[src/hdl/bbl_pkg.sv]
// Shared types and constants of the monochrome bitmap blit unit.
// No dependencies; imported by every module of the block.
`timescale 1ns / 1ps

package bbl_pkg;

   // Configuration register indexes
   localparam logic [2:0] REG_ORIGIN_X        = 3'd0;
   localparam logic [2:0] REG_ORIGIN_Y        = 3'd1;
   localparam logic [2:0] REG_IMAGE_WIDTH     = 3'd2;
   localparam logic [2:0] REG_IMAGE_HEIGHT    = 3'd3;
   localparam logic [2:0] REG_SET_BIT_COLOR   = 3'd4;
   localparam logic [2:0] REG_CLEAR_BIT_COLOR = 3'd5;

   // Reset values of the configuration registers
   localparam logic [7:0]  RESET_IMAGE_WIDTH     = 8'd8;
   localparam logic [7:0]  RESET_IMAGE_HEIGHT    = 8'd8;
   localparam logic [15:0] RESET_CLEAR_BIT_COLOR = 16'hFFFF;

   // Pixels in one bitmap byte
   localparam logic [3:0] PIXELS_PER_BYTE = 4'd8;

   // Byte descriptor queue between front and back
   localparam int QUEUE_DEPTH    = 4;
   localparam int QUEUE_PTR_BITS = 2;
   localparam int QUEUE_CNT_BITS = 3;

   typedef struct packed {
      logic [7:0]  origin_x;
      logic [7:0]  origin_y;
      logic [7:0]  image_width;
      logic [7:0]  image_height;
      logic [15:0] set_bit_color;
      logic [15:0] clear_bit_color;
   } cfg_type;

   // One bitmap byte that produces at least one pixel
   typedef struct packed {
      logic [7:0] data;       // bitmap bits, leftmost pixel in bit 7
      logic [3:0] count;      // pixels to draw, 1 to 8
      logic [7:0] first_col;  // image column of the first pixel
      logic [7:0] row;        // image row
      logic       img_end;    // byte closes the image
   } desc_type;

endpackage

[src/hdl/bbl_front.sv]
// Front end of the blit unit: configuration registers, row/byte tracking,
// classification of each bitmap byte into a pixel-run descriptor. Uses bbl_pkg.
`timescale 1ns / 1ps

module bbl_front (
   input  logic               clock,
   input  logic               reset,
   input  logic               csr_valid,
   output logic               csr_ready,
   input  logic [2:0]         csr_index,
   input  logic [15:0]        csr_write_data,
   input  logic               req_push,
   output logic               req_full,
   input  logic [7:0]         req_bitmap_byte,
   input  logic               q_full,
   output logic               q_push,
   output bbl_pkg::desc_type  q_desc,
   output bbl_pkg::cfg_type   cfg
);
   import bbl_pkg::*;

   cfg_type    cfg_ff, cfg_in;
   logic [7:0] row_ff, row_in;
   logic [4:0] byte_ff, byte_in;
   logic       done_ff, done_in;

   logic       csr_write;
   logic       accept;
   logic       stopped;
   logic [7:0] wm1;
   logic [5:0] bpr;
   logic [7:0] first_col;
   logic [7:0] remain;
   logic [3:0] count;
   logic       row_end;
   logic       img_end;

   assign csr_ready = 1'b1;
   assign csr_write = csr_valid && csr_ready;
   assign req_full  = q_full;
   assign accept    = req_push && !q_full;
   assign cfg       = cfg_ff;

   // Byte classification
   always_comb begin
      wm1       = cfg_ff.image_width - 8'd1;
      bpr       = (cfg_ff.image_width == 8'd0) ? 6'd1 : ({1'b0, wm1[7:3]} + 6'd1);
      first_col = {byte_ff, 3'b000};
      remain    = cfg_ff.image_width - first_col;
      if (cfg_ff.image_width > first_col) begin
         count = (remain > {4'd0, PIXELS_PER_BYTE}) ? PIXELS_PER_BYTE : remain[3:0];
      end else begin
         count = 4'd0;
      end
      row_end = ({1'b0, byte_ff} + 6'd1) >= bpr;
      img_end = row_end && (({1'b0, row_ff} + 9'd1) >= {1'b0, cfg_ff.image_height});
      stopped = done_ff || (row_ff >= cfg_ff.image_height);
   end

   assign q_push           = accept && !stopped && (count != 4'd0);
   assign q_desc.data      = req_bitmap_byte;
   assign q_desc.count     = count;
   assign q_desc.first_col = first_col;
   assign q_desc.row       = row_ff;
   assign q_desc.img_end   = img_end;

   // Configuration writes; any write restarts the image
   always_comb begin
      cfg_in  = cfg_ff;
      row_in  = row_ff;
      byte_in = byte_ff;
      done_in = done_ff;
      if (csr_write) begin
         case (csr_index)
            REG_ORIGIN_X:        cfg_in.origin_x        = csr_write_data[7:0];
            REG_ORIGIN_Y:        cfg_in.origin_y        = csr_write_data[7:0];
            REG_IMAGE_WIDTH:     cfg_in.image_width     = csr_write_data[7:0];
            REG_IMAGE_HEIGHT:    cfg_in.image_height    = csr_write_data[7:0];
            REG_SET_BIT_COLOR:   cfg_in.set_bit_color   = csr_write_data;
            REG_CLEAR_BIT_COLOR: cfg_in.clear_bit_color = csr_write_data;
            default: begin
            end
         endcase
         row_in  = 8'd0;
         byte_in = 5'd0;
         done_in = 1'b0;
      end else if (accept) begin
         if (stopped) begin
            done_in = 1'b1;
         end else if (row_end) begin
            byte_in = 5'd0;
            row_in  = row_ff + 8'd1;
            done_in = img_end;
         end else begin
            byte_in = byte_ff + 5'd1;
         end
      end
   end

   always_ff @(posedge clock) begin
      if (reset) begin
         cfg_ff.origin_x        <= 8'd0;
         cfg_ff.origin_y        <= 8'd0;
         cfg_ff.image_width     <= RESET_IMAGE_WIDTH;
         cfg_ff.image_height    <= RESET_IMAGE_HEIGHT;
         cfg_ff.set_bit_color   <= 16'd0;
         cfg_ff.clear_bit_color <= RESET_CLEAR_BIT_COLOR;
         row_ff                 <= 8'd0;
         byte_ff                <= 5'd0;
         done_ff                <= 1'b0;
      end else begin
         cfg_ff  <= cfg_in;
         row_ff  <= row_in;
         byte_ff <= byte_in;
         done_ff <= done_in;
      end
   end

endmodule

[src/hdl/bbl_queue.sv]
// Short descriptor queue decoupling the front end from the pixel back end.
// Uses bbl_pkg for the descriptor type and depth.
`timescale 1ns / 1ps

module bbl_queue (
   input  logic               clock,
   input  logic               reset,
   input  logic               push,
   input  bbl_pkg::desc_type  push_desc,
   output logic               full,
   input  logic               pop,
   output logic               empty,
   output bbl_pkg::desc_type  head
);
   import bbl_pkg::*;

   desc_type                  mem_ff [QUEUE_DEPTH];
   logic [QUEUE_PTR_BITS-1:0] wr_ptr_ff, wr_ptr_in;
   logic [QUEUE_PTR_BITS-1:0] rd_ptr_ff, rd_ptr_in;
   logic [QUEUE_CNT_BITS-1:0] cnt_ff, cnt_in;

   localparam logic [QUEUE_PTR_BITS-1:0] LastPtr = QUEUE_PTR_BITS'(QUEUE_DEPTH - 1);
   localparam logic [QUEUE_CNT_BITS-1:0] FullCnt = QUEUE_CNT_BITS'(QUEUE_DEPTH);

   assign full  = (cnt_ff == FullCnt);
   assign empty = (cnt_ff == '0);
   assign head  = mem_ff[rd_ptr_ff];

   // Pointer and occupancy update
   always_comb begin
      wr_ptr_in = wr_ptr_ff;
      rd_ptr_in = rd_ptr_ff;
      cnt_in    = cnt_ff;
      if (push) begin
         wr_ptr_in = (wr_ptr_ff == LastPtr) ? '0 : wr_ptr_ff + 1'b1;
      end
      if (pop) begin
         rd_ptr_in = (rd_ptr_ff == LastPtr) ? '0 : rd_ptr_ff + 1'b1;
      end
      if (push && !pop) begin
         cnt_in = cnt_ff + 1'b1;
      end else if (pop && !push) begin
         cnt_in = cnt_ff - 1'b1;
      end
   end

   always_ff @(posedge clock) begin
      if (reset) begin
         wr_ptr_ff <= '0;
         rd_ptr_ff <= '0;
         cnt_ff    <= '0;
      end else begin
         wr_ptr_ff <= wr_ptr_in;
         rd_ptr_ff <= rd_ptr_in;
         cnt_ff    <= cnt_in;
      end
   end

   // Storage, no reset
   always_ff @(posedge clock) begin
      if (push) begin
         mem_ff[wr_ptr_ff] <= push_desc;
      end
   end

   // Checks
   a_no_overflow: assert property (@(posedge clock) disable iff (reset) !(push && full))
      else $error("descriptor queue written while full");
   a_no_underflow: assert property (@(posedge clock) disable iff (reset) !(pop && empty))
      else $error("descriptor queue read while empty");
   a_cnt_bound: assert property (@(posedge clock) disable iff (reset) cnt_ff <= FullCnt)
      else $error("descriptor queue occupancy out of range");

endmodule

[src/hdl/bbl_back.sv]
// Back end of the blit unit: walks each descriptor one pixel per cycle while the
// output is not stalled; forms address, color word and flags into the output register. Uses bbl_pkg.
`timescale 1ns / 1ps

module bbl_back #(
   parameter int SCREEN_WIDTH  = 256,
   parameter int SCREEN_HEIGHT = 128
) (
   input  logic               clock,
   input  logic               reset,
   input  bbl_pkg::cfg_type   cfg,
   input  logic               head_valid,
   input  bbl_pkg::desc_type  head,
   output logic               head_pop,
   output logic               rsp_empty,
   input  logic               rsp_pop,
   output logic [14:0]        rsp_pixel_address,
   output logic [15:0]        rsp_pixel_value,
   output logic               rsp_off_screen,
   output logic               rsp_last_of_byte,
   output logic               rsp_last_of_image
);
   import bbl_pkg::*;

   localparam logic [10:0] ScreenW = 11'(SCREEN_WIDTH);
   localparam logic [10:0] ScreenH = 11'(SCREEN_HEIGHT);

   logic [2:0]  pix_ff, pix_in;
   logic        out_valid_ff, out_valid_in;
   logic [14:0] addr_ff;
   logic [15:0] value_ff;
   logic        off_ff, lastb_ff, lasti_ff;

   logic        advance;
   logic        lastb;
   logic [9:0]  px;
   logic [9:0]  py;
   logic        off;
   logic [20:0] lin;
   logic        bit_set;
   logic [15:0] color;

   assign advance  = head_valid && (!out_valid_ff || rsp_pop);
   assign lastb    = ({1'b0, pix_ff} + 4'd1) == head.count;
   assign head_pop = advance && lastb;

   // Pixel position, address and color
   always_comb begin
      px      = {2'b00, cfg.origin_x} + {2'b00, head.first_col} + {7'd0, pix_ff};
      py      = {2'b00, cfg.origin_y} + {2'b00, head.row};
      off     = ({1'b0, px} >= ScreenW) || ({1'b0, py} >= ScreenH);
      lin     = (21'(py) * 21'(ScreenW)) + 21'(px);
      bit_set = head.data[3'd7 - pix_ff];
      color   = bit_set ? cfg.set_bit_color : cfg.clear_bit_color;
   end

   // Pixel index and output register control
   always_comb begin
      pix_in       = pix_ff;
      out_valid_in = out_valid_ff;
      if (advance) begin
         pix_in       = lastb ? 3'd0 : pix_ff + 3'd1;
         out_valid_in = 1'b1;
      end else if (rsp_pop) begin
         out_valid_in = 1'b0;
      end
   end

   always_ff @(posedge clock) begin
      if (reset) begin
         pix_ff       <= 3'd0;
         out_valid_ff <= 1'b0;
      end else begin
         pix_ff       <= pix_in;
         out_valid_ff <= out_valid_in;
      end
   end

   // Output payload, no reset
   always_ff @(posedge clock) begin
      if (advance) begin
         addr_ff  <= off ? 15'd0 : lin[14:0];
         value_ff <= ~{color[7:0], color[15:8]};
         off_ff   <= off;
         lastb_ff <= lastb;
         lasti_ff <= lastb && head.img_end;
      end
   end

   assign rsp_empty         = !out_valid_ff;
   assign rsp_pixel_address = addr_ff;
   assign rsp_pixel_value   = value_ff;
   assign rsp_off_screen    = off_ff;
   assign rsp_last_of_byte  = lastb_ff;
   assign rsp_last_of_image = lasti_ff;

   // Checks
   a_pix_in_run: assert property (@(posedge clock) disable iff (reset)
      head_valid |-> ({1'b0, pix_ff} < head.count))
      else $error("pixel index beyond descriptor run");
   a_run_restart: assert property (@(posedge clock) disable iff (reset)
      head_pop |=> (pix_ff == 3'd0))
      else $error("pixel index not cleared after last pixel of a byte");

endmodule

[src/hdl/monochrome_bitmap_blit_unit.sv]
// Top level of the monochrome bitmap blit unit.
// Instantiates bbl_front, bbl_queue and bbl_back; uses bbl_pkg.
//
// Usage:
//  - Configuration: csr_valid/csr_ready with csr_index and csr_write_data.
//    csr_ready is always high. Indexes 0..5 are origin_x, origin_y,
//    image_width, image_height, set_bit_color, clear_bit_color. Any write,
//    also to an unused index, restarts the image at row 0, byte 0.
//  - Input: one bitmap byte per word on req_bitmap_byte, taken when req_push
//    is high and req_full is low. Rows are padded to whole bytes, MSB first.
//  - Output: framebuffer writes, oldest on rsp_* while rsp_empty is low,
//    taken when rsp_pop is high. off_screen words carry address 0 and are to
//    be dropped; bytes after the image produce no words.
//  - Throughput: one pixel word per cycle while rsp_pop is high and the
//    queue is not empty. The back end pixel walk sets this rate; the
//    4-entry descriptor queue absorbs input bursts.
//  - Path: with the back end idle, an accepted byte is written into the
//    descriptor queue, and its first word then into the output register.
//  - A stalled receiver holds the output register; the back end stops, then
//    the queue fills, then req_full rises. Nothing is dropped.
//  - Reset (synchronous, active high) empties the queue and output, restores
//    the default configuration and restarts the image.
`timescale 1ns / 1ps

module monochrome_bitmap_blit_unit #(
   parameter int SCREEN_WIDTH  = 256,
   parameter int SCREEN_HEIGHT = 128
) (
   input  logic        clock,
   input  logic        reset,
   input  logic        csr_valid,
   output logic        csr_ready,
   input  logic [2:0]  csr_index,
   input  logic [15:0] csr_write_data,
   input  logic        req_push,
   output logic        req_full,
   input  logic [7:0]  req_bitmap_byte,
   output logic        rsp_empty,
   input  logic        rsp_pop,
   output logic [14:0] rsp_pixel_address,
   output logic [15:0] rsp_pixel_value,
   output logic        rsp_off_screen,
   output logic        rsp_last_of_byte,
   output logic        rsp_last_of_image
);
   import bbl_pkg::*;

   cfg_type  cfg;
   desc_type push_desc;
   desc_type head;
   logic     q_push;
   logic     q_full;
   logic     q_empty;
   logic     q_pop;

   bbl_front u_front (
      .clock           (clock),
      .reset           (reset),
      .csr_valid       (csr_valid),
      .csr_ready       (csr_ready),
      .csr_index       (csr_index),
      .csr_write_data  (csr_write_data),
      .req_push        (req_push),
      .req_full        (req_full),
      .req_bitmap_byte (req_bitmap_byte),
      .q_full          (q_full),
      .q_push          (q_push),
      .q_desc          (push_desc),
      .cfg             (cfg)
   );

   bbl_queue u_queue (
      .clock     (clock),
      .reset     (reset),
      .push      (q_push),
      .push_desc (push_desc),
      .full      (q_full),
      .pop       (q_pop),
      .empty     (q_empty),
      .head      (head)
   );

   bbl_back #(
      .SCREEN_WIDTH  (SCREEN_WIDTH),
      .SCREEN_HEIGHT (SCREEN_HEIGHT)
   ) u_back (
      .clock             (clock),
      .reset             (reset),
      .cfg               (cfg),
      .head_valid        (!q_empty),
      .head              (head),
      .head_pop          (q_pop),
      .rsp_empty         (rsp_empty),
      .rsp_pop           (rsp_pop),
      .rsp_pixel_address (rsp_pixel_address),
      .rsp_pixel_value   (rsp_pixel_value),
      .rsp_off_screen    (rsp_off_screen),
      .rsp_last_of_byte  (rsp_last_of_byte),
      .rsp_last_of_image (rsp_last_of_image)
   );

endmodule

[config.mk]
export PLATFORM = sky130hd
export DESIGN_NAME = monochrome_bitmap_blit_unit
export DESIGN_NICKNAME = d
export VERILOG_FILES = /design/src/hdl/bbl_pkg.sv /design/src/hdl/bbl_front.sv /design/src/hdl/bbl_queue.sv /design/src/hdl/bbl_back.sv /design/src/hdl/monochrome_bitmap_blit_unit.sv
export SDC_FILE = /design/constraint.sdc
export NUM_CORES = 1
export LEC_CHECK = 0
export BUFFER_PORTS_ARGS = -buffer_cell sky130_fd_sc_hd__buf_4
export CORE_MARGIN = 2
export CORE_UTILIZATION = 32
export DETAILED_ROUTE_END_ITERATION = 8
export GPL_TIMING_DRIVEN = 0
export SLEW_MARGIN = 10
export SYNTH_ARGS = -nofsm -noshare
export SYNTH_HDL_FRONTEND = slang
export SYNTH_SLANG_ARGS = --single-unit
[constraint.sdc]
create_clock -name clock -period 8.2 [get_ports clock]
set_input_delay 0.41 -clock clock [delete_from_list [all_inputs] [get_ports clock]]
set_output_delay 0.41 -clock clock [all_outputs]
set_load 0.1 [all_outputs]
* After elaboration in Yosys (flattened, before gate mapping)
Memory sizes are Yosys's and may differ from the RTL's. A register that Yosys moved wholly into a read port is not among the register bits.
Cells that the tools add are included.
** Storage, ports and cells
- Bits in registers :: 123
- Latch bits :: 0
- Bits in writable memories :: 104
- ROM bits :: 0
- Output and inout port bits :: 37
- Memories :: 1
** Cells by class
- Add/sub/neg operators :: 18
- Multipliers :: 0
- Div/mod/pow operators :: 0
- Order comparisons :: 8
- Eq/ne operators :: 9
- Shift-type cells :: 0
- Multiplexer cells :: 20
- Bitwise gates (word level) :: 2
- Reduce and logical (&&, ||, !) cells :: 35
** Memories
- u_queue.mem_ff :: depth 4, width 26, read ports 1, clocked after Yosys merged registers in 1, wr ports 1, line bbl_queue.sv:17 : desc_type mem_ff [QUEUE_DEPTH];
** Operators by type and width (number)
- $add 8x8->9 :: 2
- $mux 16 :: 1
- $not 16->16 :: 1
- $reduce_and 2->1 :: 8
- $add 15x10->15 :: 1
- $add 5x1->6 const B :: 2
- $add 10x3->10 :: 1
- $ge 10x9->1 const B :: 1
- $add 8x1->9 const B :: 1
- $eq 3x3->1 const B :: 3
- $ge 9x8->1 :: 1
- $ge 9x8->1 const B :: 1
- $logic_and 1x1->1 :: 9
- $mux 3 :: 3
- $add 8x1->8 const B :: 1
- $ge 8x8->1 :: 1
- $gt 8x4->1 const B :: 1
- $gt 8x8->1 :: 1
- $logic_not 8->1 :: 1
- $mux 2 :: 4
- $mux 4 :: 2
- $sub 8x1->8 const B :: 1
- $sub 8x8->8 :: 1
- $mux 1 :: 7
- 23 further kinds :: 37

* Longest topological paths before layout
Gate-level depths: netlist (run 1).
- Depth in word-level cells :: 10
- Gate-level depth with buffers :: 18
- Gate-level depth less buffers :: 15

* By module
A second synthesis (run 1) with hierarchy kept.
** Second synthesis, totals
- Cell total of the unflattened synthesis :: 930
- Area, all modules :: 11387.2 µm²
** By module, submodules not included
- bbl_queue :: instances 1, cells an instance 195, area each 4633.2 µm², sequential area each 3663.5 µm²
- bbl_front :: instances 1, cells an instance 524, area each 4082.7 µm², sequential area each 1561.5 µm²
- bbl_back :: instances 1, cells an instance 210, area each 2667.6 µm², sequential area each 1101.1 µm²
- monochrome_bitmap_blit_unit :: instances 1, cells an instance 1, area each 3.8 µm², sequential area each 0.0 µm²

* Worst setup path after synthesis (run 1)
Ideal clock, no wire load.
- Path kind :: register -> register
- Start point :: register with a tool-made name
- End point :: register u_back.addr_ff[14] (netlist: u_back.rsp_pixel_address[14]), data pin
- Setup time :: 266 ps
- Data arrival time :: 4035 ps
- Data required time :: 7934 ps
- Slack :: 3900 ps
- Stages on the path, launching flop included :: 18
- Path buffers :: 3
- Cells stage by stage :: dfxtp_1 -> buf_6 -> buf_6 -> buf_1 -> mux4_2 -> ha_1 -> inv_1 -> fa_1 -> nor2b_1 -> and3_1 -> nand3_1 -> xor2_1 -> ha_1 -> fa_1 -> and2_1 -> nand4_1 -> xnor2_1 -> nor2_1
** RTL lines
- to (signal assigned) :: line bbl_back.sv:82 : addr_ff <= off ? 15'd0 : lin[14:0];
- to (decl) :: line bbl_back.sv:30 : logic [14:0] addr_ff;

==> results.ini, run 1 <==
[outcome]
status=complete, no violations

[setup_path]
cp-end-kind=flip-flop
crit_required_ns=8.47
cp_slowest_stage_delay_ns=0.65
cp_top_family=adder cells
cp_num_buf_inv=4
critPathKind=flip-flop to flip-flop
cp.arrival_ns=4.93
crit_path_max_fanout=10
cp_slowest_cell=buf_1
worstPathCellList=buf_6 > buf_6 > buf_1 > mux4_2 > ha_1 > inv_1 > fa_1 > nor2b_1 > and3_1 > nand3_1 > xor2_1 > ha_1 > fa_1 > and2_1 > nand4_1 > xnor2_1 > nor2_1
start_kind=flip-flop

[synthesis]
synth_top_area_share_pct=39.4
yosysTopAreaCell=edfxtp_1
async_flop_share_pct=0
synthFlopType=edfxtp_1
yosys_warnings=0
ys_ff_latch=229
synthTopCellsByArea=edfxtp_1 39%, dfxtp_1 17%, ha_1 6.6%
synth-edff-count=138
synth_cell_types=58
ys_seq_area_share_pct=56.8
syn_area_um2=10500
avgSynthCellArea_um2=11.8
synthesis.nets=984
netlist_instances=891

[route]
routed_via_density=4.77
totalWireLength_um=23000
wl_per_cell_um=15.9
antenna_left=0
drc=0
num_vias=6881
first_iter_violations=378
first_pass_iters=5

[final_layout]
nNetsFinal=1077
n_antenna_cell=0
fin_util_pct=38.2
drive_gt1_share_pct=14.9
syn_to_final_growth_pct=18.0

[global_routing]
grt_overflow=0
grt_pass1_vias=6719
grt_pass1_wl_um=36200
grt_max_degree=29
track_usage_pct=13.6
antenna_found_initial=0

[job]
drv_cap=0

[timing]
slew-limit-headroom_pct=16.4
rsz0062_at_grt=false
finalCritPeriodShare_pct=56.8
hold_violations=0
skew_ns=0.0270
fin_crit_ns=4.66
setup_tns_ns=0
drv_slew=0
worstMarginPinSlew_ns=1.24
fmax_mhz=215
setup_viol=0

[die]
dieArea_um2=34300
die_x_um=185
rows=66
core_area_um2=32500
io_pins=69
start_util_pct=32.4
die_y_um=185

[clocking]
cts-root-buf=clkbuf_16
cts_resized=0
h-tree-depth=1
cts_tree=built
cts_buffers=23
clk_path_buf_depth=3
ctsHoldBuffers=0
cts_setup_buffers=0
cts_sinks=229
insertion_delay_ns=0.52
clk_pin_slew_worst_paths_ns=0.07

[placement]
io_buffer_count=67
gp_congestion=0.825
dp_hpwl_um=16000

[pwr]
max-vdd-ir-drop_mv=0.223
power_density_nw_per_um2=329
cellLeakagePower_nw=4.69

[hold_path]
min_path_type=input port to flip-flop

-- power breakdown --
group          total [W]  switching, W  internal (W)
logic            0.00146       0.00109      0.000373
clock network    0.00110      0.000440      0.000657
registers        0.00151     0.0000621       0.00145
-- sequential cells by signal, summed over array words and instances (netlist names), named ones only --
signal                    flops
u_back.out_valid_ff           1
u_queue.rd_ptr_ff             2
u_back.pix_ff                 3
u_queue.mem_ff              104
u_back.rsp_last_of_image      1
u_back.rsp_last_of_byte       1
u_queue.wr_ptr_ff             2
u_front.done_ff               1
u_back.rsp_off_screen         1
u_queue.cnt_ff                3
u_front.row_ff                8
u_front.byte_ff               5
u_back.rsp_pixel_address     15
u_front.cfg                  64
u_back.rsp_pixel_value       16
-- synthesized netlist by cell type, types with 8 or more instances --
master    count
o21ai_0      12
mux2i_1      25
or3_1         9
clkbuf_1     12
and3_1        9
mux4_2       21
edfxtp_1    138
nor2b_1       8
inv_1        27
xnor2_1      25
a21oi_1      75
nor3_1       12
dfxtp_1      91
nand4_1       9
nand2_1     159
nor2_1       40
a21o_1        8
nand3_1      39
xor2_1       20
and2_1       14
ha_1         55
-- metrics by stage --
| step | cell area, um^2 | hold WS, ns | instances | power (W) | setup WS [ns] |
|---|---|---|---|---|---|
| 2_1_floorplan | 10500 | 0.436 | 891 | 0.00268 | 3.90 |
| 3_3_place_gp | 11600 | 0.444 | 1400 | 0.00299 | 2.78 |
| 3_5_place_dp | 11600 | 0.446 | 1401 | 0.00302 | 3.44 |
| 4_1_cts | 12400 | 0.0851 | 1443 | 0.00411 | 3.45 |
| 5_1_grt | 12400 | 0.0807 | 1443 | 0.00424 | 3.03 |
| 6_report | 12400 | 0.0994 | 1443 | 0.00407 | 3.54 |
-- worst paths after layout --
path | slack (ns) | cells past startpoint | endpoint | start
worst max register to register | 3.54 | 17 | u_back.rsp_pixel_address[14] | flip-flop
worst min-delay path | 0.1 | 1 | u_queue.mem_ff[0][22] | req_bitmap_byte[4]
worst max-delay path | 3.54 | 17 | u_back.rsp_pixel_address[14] | flip-flop
worst min register to register | 0.46 | 2 | u_front.cfg[19] | u_front.cfg[19]
-- routing by layer --
layer / vias up / share of wire, % / track usage [%]
met2: 127 / 49 / 24.3
li1: 3422 / - / -
met3: 40 / 4.1 / 1.85
met5: - / 0 / 0
met1: 3292 / 43 / 16.7
met4: 0 / 3.3 / 4.98
-- cells by family (layout without fill, tap and decap cells) --
logic type / count (synthesis) / count (layout) / share of synthesized area [%]
XOR/XNOR: 45 / 45 / 3.75
flip-flops: 229 / 229 / 56.8
buffers and inverters: 54 / 164 / 2.30
AO/OA/AOI/OAI: 132 / 132 / 7.60
other: 1 / 1 / 0.0357
AND/OR/NAND/NOR: 319 / 319 / 13.9
adder cells (fa/ha/maj): 61 / 61 / 7.69
multiplexers: 50 / 50 / 7.88
-- cells in the final DEF, fill, tap and decap left out, types with 14 or more instances in the layout --
master / instances
a21oi_1: 74
and2_1: 14
buf_4: 68
clkbuf_1: 15
clkbuf_16: 23
dfxtp_1: 91
edfxtp_1: 138
ha_1: 55
inv_1: 27
mux2i_1: 25
mux4_2: 21
nand2_1: 159
nand3_1: 39
nor2_1: 40
xnor2_1: 25
xor2_1: 20
-- area by class of cell --
| class | count | area [um^2] |
|---|---|---|
| inverter | 28 | 105 |
| tap | 442 | 553 |
| sequential | 229 | 5970 |
| multi-input combinational | 608 | 4310 |
| buffer | 26 | 136 |
| fill | 3092 | 20100 |
| timing repair buffer | 68 | 523 |
| clock buffer | 31 | 656 |
| clock inverter | 11 | 140 |
(Power assumes the default switching activity.)
==> run 2, diff against run 1 <==
Clock period 8.2 ns to 4.12 ns, I/O delays scaled along.
==> run 2 against run 1 <==
  * Clock skew is 0.013 ns lower
  * Worst hold slack got worse by 0.080 ns
  * Non-clock buffer count grew 25
  * Die area stayed put
  * Global-route usage up 0.26 points
  * Largest cell class unchanged
  * Wire length grew 1.8%
  * Flip-flop and latch count unchanged
==> results.ini, run 2 (synthesis gave the netlist of run 1 again) <==
[outcome]
status=complete, no violations

[timing]
setup_tns_ns=0  ; unchanged
worstMarginPinSlew_ns=1.16  ; -0.0836 ns
slew-limit-headroom_pct=22.0  ; +5.6 points
hold_violations=0  ; unchanged
finalCritPeriodShare_pct=93.9  ; +37 points
fmax_mhz=259  ; +21%
skew_ns=0.0143  ; -0.0127 ns
drv_slew=0  ; unchanged
fin_crit_ns=3.87  ; -0.793 ns
setup_viol=0  ; unchanged

[route]
first_iter_violations=409  ; +8.2%
routed_via_density=4.76  ; -0.24%
num_vias=6993  ; +1.6%
wl_per_cell_um=15.9  ; about the same
first_pass_iters=5  ; unchanged
totalWireLength_um=23400  ; +1.8%
drc=0  ; unchanged
antenna_left=0  ; unchanged

[placement]
io_buffer_count=67  ; unchanged
dp_hpwl_um=16400  ; +2.3%
dp_cells=1401  ; unchanged
gp_congestion=0.842  ; +2.0%

[setup_path]
crit_required_ns=4.36  ; -4.11 ns
cp_slowest_stage_delay_ns=0.51  ; -0.14 ns
rrSetupSlack_ns=0.25  ; -3.29 ns
cp_top_family=adder cells
cp.arrival_ns=4.10  ; -0.83 ns
crit_path_max_fanout=10  ; unchanged
worstPathCellList=buf_12 > buf_8 > mux4_2 > ha_1 > inv_1 > fa_1 > nor2b_2 > and3_4 > nand3_1 > xor2_1 > ha_1 > fa_1 > and2_1 > nand4_1 > xnor2_1 > nor2_1
cp_slowest_cell=mux4_2
start_kind=flip-flop
cp-end-kind=flip-flop
critPathKind=flip-flop to flip-flop
cp_num_buf_inv=3  ; -1

[die]
start_util_pct=32.4  ; unchanged
die_x_um=185  ; unchanged
core_area_um2=32500  ; unchanged
dieArea_um2=34300  ; unchanged
io_pins=69  ; unchanged
rows=66  ; unchanged
die_y_um=185  ; unchanged

[final_layout]
regMostFlops=u_queue.mem_ff
layout_commonest_cell=nand2_1
nNetsFinal=1103  ; +2.4%
stdcell_count=1470  ; +1.9%
fillers=3114  ; +0.71%
n_antenna_cell=0  ; unchanged
drive_gt1_share_pct=15.9  ; +0.97 points
largest_reg_flops=104  ; unchanged
syn_to_final_growth_pct=20.4
mostFrequentLayoutCells=159 x nand2_1, 138 x edfxtp_1, 91 x dfxtp_1

[clocking]
cts_sinks=229  ; unchanged
cts_buffers=24  ; +4.3%
clk_path_buf_depth=3  ; unchanged
cts_tree=built
insertion_delay_ns=0.51  ; about the same
h-tree-depth=1  ; unchanged
clk_pin_slew_worst_paths_ns=0.06  ; about the same
cts-root-buf=clkbuf_16

[global_routing]
grt_overflow=0  ; unchanged
track_usage_pct=13.9  ; +0.26 points
grt_max_degree=28  ; -3.4%
grt_pass1_wl_um=37100  ; +2.5%
grt_pass1_vias=6674  ; -0.67%
antenna_found_initial=0  ; unchanged

[pwr]
max-vdd-ir-drop_mv=0.381  ; +71%
power_density_nw_per_um2=632  ; +92%
cellLeakagePower_nw=4.80  ; +2.3%

[job]
drv_cap=0  ; unchanged

[hold_path]
min_path_type=input port to flip-flop

-- run 2: changes by cell type in the layout (fill, tap and decap cells not counted), sizes merged --
| cell | delta |
|---|---|
| clkinv | +3 |
| inv | -1 |
| bufinv | -3 |
| clkbuf | +3 |
| buf | +8 |
| dlygate4sd3 | +17 |
-- run 2: layout make-up --
type | count | area (um^2) | area share, %
clock buffers | 34 | 679 | 5.37
flip-flops and latches | 229 | 5970 | 47.2
inverters | 28 | 105 | 0.831
clock inverters | 10 | 65.1 | 0.514
plain buffers | 25 | 169 | 1.34
well taps | 442 | 553 | 4.37
repair buffers | 94 | 761 | 6.02
multi-input cells | 608 | 4350 | 34.4
-- run 2: worst paths after layout --
| kind | from | end | cells past startpoint |
|---|---|---|---|
| max | flip-flop | u_back.rsp_pixel_address[14] | 16 |
| min | csr_write_data[7] | u_front.cfg[23] | 3 |
| max reg2reg | flip-flop | u_back.rsp_pixel_address[14] | 16 |
| min reg2reg | u_front.cfg[30] | u_front.cfg[30] | 2 |
-- run 2: what timing repair did --
action                                  in CTS  in global routing
setup buffers                                0                  9
resized for setup                           10                 10
endpoints found under the setup margin      16                  5
pin swaps                                    0                  1
hold buffers                                17                  0
hold endpoints to repair                    49                  0
-- run 2: worst reg2reg max path, cell delays in order (launching register included) --
cell and delay, ns:
dfxtp_1 0.37, buf_12 0.14, buf_8 0.16, mux4_2 0.52
ha_1 0.21, inv_1 0.07, fa_1 0.46, nor2b_2 0.16
and3_4 0.22, nand3_1 0.09, xor2_1 0.17, ha_1 0.22
fa_1 0.37, and2_1 0.18, nand4_1 0.11, xnor2_1 0.12
nor2_1 0.05
-- run 2: metrics by stage --
step / setup WS (ns) / utilization, % / power [W] / area (um^2) / hold slack [ns]
after global placement: -1.30 / 35.6 / 0.00598 / 11600 / 0.407
after detailed placement: -0.592 / 35.8 / 0.00602 / 11600 / 0.409
final: 0.252 / 39.0 / 0.00799 / 12600 / 0.0194
after global routing: -0.0167 / 39.0 / 0.00834 / 12600 / 0.0146
after floorplan: 0.0990 / - / 0.00534 / 10500 / 0.305
after CTS: 0.0448 / 38.6 / 0.00805 / 12500 / 0.00814
-- run 2: power breakdown --
part | switching, W | total [W] | internal (W)
clock network | 0.000857 | 0.00201 | 0.00116
registers | 0.000129 | 0.00301 | 0.00289
logic | 0.00218 | 0.00296 | 0.000780
-- run 2: per-layer routing --
layer,track usage (%),wire [um],vias to the layer above
li1,-,-,3471
met1,17.0,9840,3362
met2,25.2,12100,135
met3,2.20,1020,25
met4,3.62,427,0
met5,0,0,-
